### src/pma_pkg.sv
// shared types and constants for the pcm mix accumulate normalize block
`timescale 1ns / 1ps
`default_nettype none

package pma_pkg;

  localparam int FRAME_SAMPLES = 1024;
  localparam int ADDR_W = (FRAME_SAMPLES > 1) ? $clog2(FRAME_SAMPLES) : 1;

  localparam int CMD_W  = 3;
  localparam int POS_W  = 10;
  localparam int SMP_W  = 16;
  localparam int ACC_W  = 32;
  localparam int OUT_W  = 16;
  localparam int CNT_W  = 32;
  localparam int PEAK_W = 31;

  localparam logic [CMD_W-1:0] CMD_MIX_S16 = 3'd0;
  localparam logic [CMD_W-1:0] CMD_MIX_S8  = 3'd1;
  localparam logic [CMD_W-1:0] CMD_MIX_U8  = 3'd2;
  localparam logic [CMD_W-1:0] CMD_DRAIN   = 3'd3;
  localparam logic [CMD_W-1:0] CMD_CLEAR   = 3'd4;

  localparam logic [ACC_W-1:0]  U8_BIAS   = 32'd128;
  localparam logic [OUT_W-1:0]  CLAMP_MAX = 16'h7fff;
  localparam logic [OUT_W-1:0]  CLAMP_MIN = 16'h8000;
  localparam logic [PEAK_W-1:0] PEAK_MAX  = 31'h7fff_ffff;
  localparam logic [CNT_W-1:0]  COUNT_MAX = 32'hffff_ffff;

  localparam int QUEUE_DEPTH = 2;
  localparam int QPTR_W = (QUEUE_DEPTH > 1) ? $clog2(QUEUE_DEPTH) : 1;
  localparam int QCNT_W = $clog2(QUEUE_DEPTH + 1);

  typedef enum logic [1:0] {
    OP_MIX,
    OP_DRAIN,
    OP_CLEAR
  } pma_op_t;

  typedef struct packed {
    pma_op_t            op;
    logic [ADDR_W-1:0]  addr;
    logic [ACC_W-1:0]   addend;
  } pma_item_t;

  typedef enum logic [1:0] {
    BK_CLEAR,
    BK_IDLE,
    BK_EXEC
  } pma_bk_state_t;

  typedef struct packed {
    logic clearing;
    logic executing;
  } pma_bk_stat_t;

endpackage

`default_nettype wire

### src/pma_front.sv
// front end: takes commands, drops ignored ones and decodes sample addends
`timescale 1ns / 1ps
`default_nettype none

module pma_front (
  input  wire logic                      start,
  input  wire logic                      busy,
  input  wire logic [pma_pkg::CMD_W-1:0] in_command,
  input  wire logic [pma_pkg::POS_W-1:0] in_position,
  input  wire logic [pma_pkg::SMP_W-1:0] in_sample_in,
  output logic                           push,
  output pma_pkg::pma_item_t             item
);
  import pma_pkg::*;

  logic accept;
  logic in_range;
  logic known_cmd;

  assign accept   = start && !busy;
  assign in_range = (32'(in_position) < FRAME_SAMPLES);

  always_comb begin
    item.op     = OP_MIX;
    item.addr   = ADDR_W'(in_position);
    item.addend = '0;
    known_cmd   = 1'b1;
    case (in_command)
      CMD_MIX_S16: begin
        item.addend = {{(ACC_W-SMP_W){in_sample_in[SMP_W-1]}}, in_sample_in};
      end
      CMD_MIX_S8: begin
        item.addend = {{(ACC_W-8){in_sample_in[7]}}, in_sample_in[7:0]};
      end
      CMD_MIX_U8: begin
        // unsigned 8-bit is re-centered around zero
        item.addend = {{(ACC_W-8){1'b0}}, in_sample_in[7:0]} - U8_BIAS;
      end
      CMD_DRAIN: begin
        item.op = OP_DRAIN;
      end
      CMD_CLEAR: begin
        item.op = OP_CLEAR;
      end
      default: begin
        known_cmd = 1'b0;
      end
    endcase
  end

  assign push = accept && known_cmd && in_range;

endmodule

`default_nettype wire

### config.mk
export PLATFORM = sky130hd
export DESIGN_NAME = pma_front
export DESIGN_NICKNAME = d
export VERILOG_FILES = /design/src/pma_pkg.sv /design/src/pma_front.sv
export SDC_FILE = /design/constraint.sdc
export NUM_CORES = 1
export LEC_CHECK = 0
export BUFFER_PORTS_ARGS = -buffer_cell sky130_fd_sc_hd__buf_2
export CORE_UTILIZATION = 27
export DETAILED_ROUTE_END_ITERATION = 10
export MAX_ROUTING_LAYER = met4
export PLACE_DENSITY_LB_ADDON = 0.2
export REMOVE_ABC_BUFFERS = 1
export SKIP_LAST_GASP = 1
export SYNTH_ARGS = -nofsm -noshare
export SYNTH_HDL_FRONTEND = slang
export SYNTH_SLANG_ARGS = --single-unit
export TNS_END_PERCENT = 30
### constraint.sdc
create_clock -name vclk -period 2.39
set_input_delay 0.3585 -clock vclk [all_inputs]
set_output_delay 0.3585 -clock vclk [all_outputs]
set_load 0.03 [all_outputs]
==> metrics.md <==
| Metric | Value |
|---|---|
| Min-Delay Endpoint | `item[32]` |
| Critical Path Sink Type | `primary output` |
| CP max stage cell | `mux2_4` |
| Hold Buf Count CTS | `0` |
| Synth cell types | `14` |
| Die footprint | `1650 sq um` |
| Largest net degree at the start of global routing | `18` |
| HPWL Detailed | `884 um` |
| Worst Tran Pin Value | `384 ps` |
| Worst path max stage delay | `330 ps` |
| Final worst path period need | `1810 ps` |
| Synth warn | `0` |
| Final Hold Fails | `0` |
| Pwr Total | `0.000163 W` |
| CP Cell Sequence | `buf_2 -> mux2_4 -> nor3_1 -> buf_4 -> buf_2` |
| Syn_area_per_cell | `6.48 sq um` |
| Setup Viol. Count Final | `0` |
| Residual DRC | `0` |
| Routed wire per std cell | `10.3 um` |
| Via count | `479` |
| CP required | `2030 ps` |
| Width of the die | `40.6 um` |
| First-pass GRT wire length | `1.41 mm` |
| Post-Route WL | `1.08 mm` |
| Worst Setup Path Type | `input port to primary output` |
| CLK BUF | `0` |
| Seq/Total Area, Yosys | `0%` |
| Count leader, synth | `buf_4` |
| Multi-input logic area | `193 sq um` |
| Non-Filler Instances | `105` |
| Relative slew slack | `74.4%` |
| Initial antenna violation count | `0` |
| Worst-path fanout max | `17` |
| RSZ-0062 raised after global routing | `false` |
| Initial drt markers | `3` |
| Buffers on Ports | `56` |
| CP Launch Type | `input port` |
| Vias/cell | `4.56` |
| Pwr dens | `326 nW/um^2` |
| Synth top area cells | `buf_4, nor3_1, and2_1` |
| Number of I/O pins | `76` |
| GRT overflow | `0` |
| Clock network fraction of design power | `0%` |
| Netlist Area Pre-Place | `402 sq um` |
| Crit path DAT | `1450 ps` |
| Int Pwr | `0.0000502 W` |
| Sw frac | `69.2%` |
| Worst setup margin | `580 ps` |
| Fmax | `0.553 GHz` |
| FF+latch count | `0` |
| Starting Density | `29.7%` |
| Yosys top cell by area | `buf_4` |
| Number of diodes | `0` |
| Worst VDD drop | `0.137 mV` |
| Yosys top cell area share | `48.6%` |
| Placed cells | `105` |
| Final period utilization | `75.7%` |
| Register share of total power | `0%` |
| Vias in the first global route | `317` |
| Fill cell count | `153` |
| Hold slack | `717 ps` |
| Final net count | `123` |
| Max-cap violations | `0` |
| Leak pwr | `0.324 nW` |
| Hold path start | `in_position[0]` |
| Slew Limit Fails | `0` |
| Mapped Cells | `62` |
| Setup TNS Final | `0 ps` |
| HP Class | `input port to primary output` |
| Psw | `0.000113 W` |
| Core ar. | `1350 sq um` |
| Post-CTS sizing | `0` |
| DRT Pass-1 Iters | `4` |
| Comb pwr share | `100.0%` |
| Routability Congestion | `0.618` |
| Buffers and inverters on the worst path | `3` |
| Postcts setup bufs | `0` |
| GRT Util Overall | `12.3%` |
| Area grow syn2layout | `24.3%` |
| Register Area | `0 sq um` |
| Dpl ws | `569 ps` |
| Status | `finished clean` |
| Leading post-synthesis cells by instance count | `buf_4, nor3_1, and2_1` |
| Worst path most repeated cell | `buf_2` |
| Num rows | `13` |
| Height of the chip | `40.6 um` |
| Antenna Nets Post-Route | `0` |
| Cell count of the worst hold path | `0` |
| Fraction of layout cells with a size suffix above 1 | `64.4%` |
| Worst path top cell family by delay | `buffers and inverters` |
## how the worst max path moves through the flow
stage | start | to | cells after the start
global route | in_command[0] | item[17] | 5
CTS | in_command[0] | item[25] | 5
detailed placement | in_command[0] | item[25] | 5
global placement | in_command[0] | item[25] | 5
finish | in_command[0] | item[25] | 5
floorplan | in_sample_in[7] | item[15] | 2
## layout by cell type (no fill, tap or decap)
master | Yosys | final
a21oi_1 | 2 | 2
and2_1 | 7 | 7
and3b_1 | 1 | 1
buf_2 | 2 | 56
buf_4 | 26 | 1
mux2_4 | 1 | 1
nand2_1 | 1 | 1
nand2b_1 | 1 | 1
nor2_1 | 1 | 1
nor3_1 | 16 | 16
nor3b_1 | 1 | 1
o21ai_0 | 1 | 1
or3b_1 | 1 | 1
## power groups by stage
| stage | logic, W | clock network [W] | registers [W] |
|---|---|---|---|
| 3_3_place_gp | 0.000163 | 0 | 0 |
| 5_1_grt | 0.000174 | 0 | 0 |
| 3_5_place_dp | 0.000163 | 0 | 0 |
| 4_1_cts | 0.000164 | 0 | 0 |
| 6_report | 0.000163 | 0 | 0 |
| 2_1_floorplan | 0.000102 | 0 | 0 |
## layer usage
metal	up-vias	global-route usage (%)	wire [um]
met1	189	15.7	410
met3	0	8.89	218
met4	0	0	0
met2	52	16.3	451
met5	-	-	0
li1	238	-	-
## cell families after synthesis
family / share of synthesized area (%)
mux: 3.74
buf+inv: 52.0
compound gates: 3.74
simple gates: 40.5
## area by class of cell
| cell class | instances | area share, % |
|---|---|---|
| timing repair buffer | 57 | 57.6 |
| multi-input combinational | 33 | 38.6 |
| tap | 15 | 3.76 |
## per-stage QoR
step | area (sq um) | utilization, %
floorplan | 193 | -
global placement | 499 | 37.0
detailed placement | 499 | 37.0
CTS | 499 | 37.0
global route | 499 | 37.0
finish | 499 | 37.0
Note: power is estimated with default switching activity, not from simulation.
