**src/pma_pkg.sv**
```systemverilog
// shared types and constants for the pcm mix accumulate normalize block
`timescale 1ns / 1ps
`default_nettype none

package pma_pkg;

  localparam int FRAME_SAMPLES = 1024;
  localparam int ADDR_W = (FRAME_SAMPLES > 1) ? $clog2(FRAME_SAMPLES) : 1;

  localparam int CMD_W  = 3;
  localparam int POS_W  = 10;
  localparam int SMP_W  = 16;
  localparam int ACC_W  = 32;
  localparam int OUT_W  = 16;
  localparam int CNT_W  = 32;
  localparam int PEAK_W = 31;

  localparam logic [CMD_W-1:0] CMD_MIX_S16 = 3'd0;
  localparam logic [CMD_W-1:0] CMD_MIX_S8  = 3'd1;
  localparam logic [CMD_W-1:0] CMD_MIX_U8  = 3'd2;
  localparam logic [CMD_W-1:0] CMD_DRAIN   = 3'd3;
  localparam logic [CMD_W-1:0] CMD_CLEAR   = 3'd4;

  localparam logic [ACC_W-1:0]  U8_BIAS   = 32'd128;
  localparam logic [OUT_W-1:0]  CLAMP_MAX = 16'h7fff;
  localparam logic [OUT_W-1:0]  CLAMP_MIN = 16'h8000;
  localparam logic [PEAK_W-1:0] PEAK_MAX  = 31'h7fff_ffff;
  localparam logic [CNT_W-1:0]  COUNT_MAX = 32'hffff_ffff;

  localparam int QUEUE_DEPTH = 2;
  localparam int QPTR_W = (QUEUE_DEPTH > 1) ? $clog2(QUEUE_DEPTH) : 1;
  localparam int QCNT_W = $clog2(QUEUE_DEPTH + 1);

  typedef enum logic [1:0] {
    OP_MIX,
    OP_DRAIN,
    OP_CLEAR
  } pma_op_t;

  typedef struct packed {
    pma_op_t            op;
    logic [ADDR_W-1:0]  addr;
    logic [ACC_W-1:0]   addend;
  } pma_item_t;

  typedef enum logic [1:0] {
    BK_CLEAR,
    BK_IDLE,
    BK_EXEC
  } pma_bk_state_t;

  typedef struct packed {
    logic clearing;
    logic executing;
  } pma_bk_stat_t;

endpackage

`default_nettype wire

```
**src/pma_queue.sv**
```systemverilog
// short command queue between the front end and the accumulator engine
`timescale 1ns / 1ps
`default_nettype none

module pma_queue (
  input  wire logic               clk,
  input  wire logic               rst_n,
  input  wire logic               push,
  input  wire pma_pkg::pma_item_t push_item,
  input  wire logic               pop,
  output logic                    not_empty,
  output logic                    full,
  output pma_pkg::pma_item_t      head
);
  import pma_pkg::*;

  pma_item_t           entries_r [QUEUE_DEPTH];
  logic [QPTR_W-1:0]   wr_ptr_r, wr_ptr_nxt;
  logic [QPTR_W-1:0]   rd_ptr_r, rd_ptr_nxt;
  logic [QCNT_W-1:0]   count_r, count_nxt;
  logic                do_push, do_pop;

  assign full      = (count_r == QCNT_W'(QUEUE_DEPTH));
  assign not_empty = (count_r != '0);
  assign do_push   = push && !full;
  assign do_pop    = pop && not_empty;
  assign head      = entries_r[rd_ptr_r];

  always_comb begin
    wr_ptr_nxt = wr_ptr_r;
    rd_ptr_nxt = rd_ptr_r;
    count_nxt  = count_r;
    if (do_push) begin
      wr_ptr_nxt = (wr_ptr_r == QPTR_W'(QUEUE_DEPTH - 1)) ? '0 : wr_ptr_r + 1'b1;
    end
    if (do_pop) begin
      rd_ptr_nxt = (rd_ptr_r == QPTR_W'(QUEUE_DEPTH - 1)) ? '0 : rd_ptr_r + 1'b1;
    end
    if (do_push && !do_pop) begin
      count_nxt = count_r + 1'b1;
    end else if (do_pop && !do_push) begin
      count_nxt = count_r - 1'b1;
    end
  end

  always_ff @(posedge clk) begin
    if (!rst_n) begin
      wr_ptr_r <= '0;
      rd_ptr_r <= '0;
      count_r  <= '0;
    end else begin
      wr_ptr_r <= wr_ptr_nxt;
      rd_ptr_r <= rd_ptr_nxt;
      count_r  <= count_nxt;
    end
  end

  always_ff @(posedge clk) begin
    if (do_push) begin
      entries_r[wr_ptr_r] <= push_item;
    end
  end

endmodule

`default_nettype wire

```
**config.mk**
```make
export PLATFORM = sky130hd
export DESIGN_NAME = pma_queue
export DESIGN_NICKNAME = d
export VERILOG_FILES = /design/src/pma_pkg.sv /design/src/pma_queue.sv
export SDC_FILE = /design/constraint.sdc
export NUM_CORES = 1
export LEC_CHECK = 0
export ABC_AREA = 0
export BUFFER_PORTS_ARGS = -buffer_cell sky130_fd_sc_hd__buf_2
export CAP_MARGIN = 20
export CORE_UTILIZATION = 43
export CTS_BUF_LIST = sky130_fd_sc_hd__clkbuf_8 sky130_fd_sc_hd__clkbuf_16
export DETAILED_ROUTE_END_ITERATION = 7
export PLACE_DENSITY = 0.79
export SYNTH_ARGS = -nofsm -noshare
export SYNTH_HDL_FRONTEND = slang
export SYNTH_SLANG_ARGS = --single-unit
export TNS_END_PERCENT = 20
```
**constraint.sdc**
```tcl
create_clock -name clk -period 3.7 [get_ports clk]
set_clock_uncertainty 0.1 [all_clocks]
set_input_delay 0.185 -clock clk [delete_from_list [all_inputs] [get_ports clk]]
set_output_delay 0.185 -clock clk [all_outputs]
set_load 0.05 [all_outputs]
```
==> impl_metrics.json <==
{
  "totalWireLength_mm": 5.996,
  "postCtsSetupRepairBufs": 0,
  "cts_hold_buf": 45,
  "hold_violations": 0,
  "via_per_inst": 4.666,
  "cp-start-kind": "flop",
  "synthCells": 162,
  "synth_area_mm2": 0.003410,
  "fin_nets": 358,
  "path_class": "flop to output port",
  "worstPathRequired_ps": 3410,
  "gp_congestion": 0.6943,
  "fin_crit_sh_pct": 52.71,
  "h-tree-depth": 3,
  "fin_crit_ps": 1950,
  "cts.clk_slew.worst_paths_ps": 80,
  "clockBufferDepth": 2,
  "post_cts_resized": 0,
  "hpwlAfterDp_mm": 3.182,
  "ant_nets": 0,
  "yosys_warnings": 0,
  "die_x_um": 91.05,
  "io_buffers": 93,
  "cts.sinks": 93,
  "finalSetupViolCount": 0,
  "route.vias.total": 1941,
  "ir_drop_v": 0.0004478,
  "rsz0062_at_grt": "false",
  "crit_arrival_ps": 1670,
  "root_buffer": "clkbuf_8",
  "synth_area_leaders": "edfxtp_1 (78%), mux2_2 (15%), dfxtp_1 (2.9%), buf_4 (0.88%), and2_1 (0.55%)",
  "total_leakage_power_nw": 1.784,
  "slew_headroom_pct": 59.47,
  "drt-wirelength-per-cell_um": 14.41,
  "synth-seq-cells": 93,
  "core_area_mm2": 0.007687,
  "syn_to_final_growth_pct": 37.54,
  "synth_nets": 211,
  "synth_top_area_share_pct": 77.50,
  "grt-ovfl-total": 0,
  "fmax_ghz": 0.5127,
  "cp-end-kind": "output port",
  "diodes": 0,
  "grt_usage_pct": 15.34,
  "power.density_mw_per_mm2": 713.3,
  "setup_tns_ps": 0,
  "worst_slew_pin_slew_ps": 608.0,
  "row_count": 32,
  "dr.pass1.iters": 5,
  "ios": 94,
  "grt_pass1_wl_mm": 9.418,
  "antenna_found_initial": 0,
  "die_h_um": 91.05,
  "start_util_pct": 44.35,
  "crit_fanout": 37,
  "insertion_delay_ps": 320,
  "numCtsBuffers": 9,
  "grt_max_degree": 46,
  "drv_slew": 0,
  "p_total_w": 0.003345,
  "synth_area_leader_cell": "edfxtp_1",
  "worstHoldPathType": "input port to flop",
  "yosysUniqueCellTypes": 22,
  "outcome": "complete, no violations",
  "drt_iter0_drc": 80,
  "dieArea_mm2": 0.008289,
  "syn_area_per_cell_um2": 21.05,
  "cts_tree": "done",
  "ys_seq_area_share_pct": 80.44,
  "drc": 0,
  "grt_pass1_vias": 1999,
  "drive_above_1_share_pct": 50.00,
  "drv_cap": 0
}
-- metrics by stage --
| step | cell area (µm²) | hold slack (ps) | util [%] | setup slack [ps] | cells |
|---|---|---|---|---|---|
| finish | 4690 | 124.4 | 61.00 | 1750 | 416 |
| global route | 4690 | 101.9 | 61.00 | 1634 | 416 |
| CTS | 4642 | 94.88 | 60.38 | 1315 | 414 |
| detailed placement | 3984 | 276.9 | 51.82 | 1688 | 353 |
| global placement | 3984 | 273.3 | 51.82 | 1704 | 353 |
| floorplan | 3410 | 183.9 | - | 719.5 | 162 |
-- path summary, 6_finish.rpt --
path	from	to	cells after the start	slack, ps
worst min-delay path	push	wr_ptr_r	3	120
worst max register to register	count_r[0]	entries_r[1][43]	3	1860
worst max-delay path	flop	head[37]	3	1750
worst min register to register	count_r[1]	count_r[1]	2	430
-- state kept, by name, summed over array words and instances (netlist names), named ones only --
register / flops
rd_ptr_r: 1
entries_r: 88
wr_ptr_r: 1
count_r: 2
-- routing by layer --
| layer | vias up | global-route usage [%] | part of all wire (%) |
|---|---|---|---|
| li1 | 922 | - | - |
| met1 | 960 | 17.31 | 41 |
| met2 | 55 | 27.59 | 55 |
| met3 | 4 | 4.941 | 3.0 |
| met4 | 0 | 4.630 | 0.75 |
| met5 | - | 0 | 0 |
-- Yosys cell counts --
cell	number
edfxtp_1	88
dfxtp_1	5
buf_4	4
o21a_1	1
and2_1	3
a21boi_0	1
and3_1	1
xor2_1	1
xnor2_1	2
or2_2	1
mux2_2	44
o21ai_1	1
nor2_1	1
o21ai_0	1
inv_1	1
inv_2	1
ha_1	1
nand2b_1	1
or3_1	1
a21boi_1	1
nor3_2	1
buf_2	1
-- cell families after synthesis --
family | count (synthesis) | share of synthesized area [%]
flops | 93 | 80.44
mux | 44 | 14.53
simple gates | 9 | 1.689
buf+inv | 7 | 1.247
compound gates | 5 | 0.9541
xor+xnor | 3 | 0.7708
fa+ha+maj | 1 | 0.3669
-- cell type report --
type                       count  area (µm²)
fill                         607        2998
sequential                    93        2744
timing repair buffer         141       970.9
multi-input combinational     62       631.9
tap                          102       127.6
clock buffer                   9       123.9
clock inverter                 7       83.83
inverter                       2       7.507
-- critical path, cell delays in order, from the launching register on --
cell and delay [ps]:
dfxtp_2 470, buf_12 260, mux2_2 370, buf_2 210
-- report_power, final --
part	total (W)	switching, W	internal (W)
clock	0.000684	0.000311	0.000373
combinational	0.00128	0.000890	0.000393
sequential	0.00138	0.0000544	0.00132
total	0.00335	0.00126	0.00209
-- cell usage in the layout, fill, tap and decap left out --
cell type and instances:
buf_12 1, or2_2 1, bufinv_16 2, o21a_1 1, o21ai_1 1, ha_1 1
a21boi_0 1, dlygate4sd3_1 45, clkinv_4 1, clkbuf_8 9, inv_2 1, mux2_2 44
buf_4 1, a21boi_1 1, and3_2 1, and2_1 3, buf_2 93, nor2_1 1
or3_1 1, buf_16 1, inv_1 4, edfxtp_1 88, nor3_4 1, xnor2_1 2
xor2_1 1, dfxtp_1 4, nand2b_1 1, clkinv_1 1, o21ai_0 1, dfxtp_2 1
(Power assumes the default switching activity.)
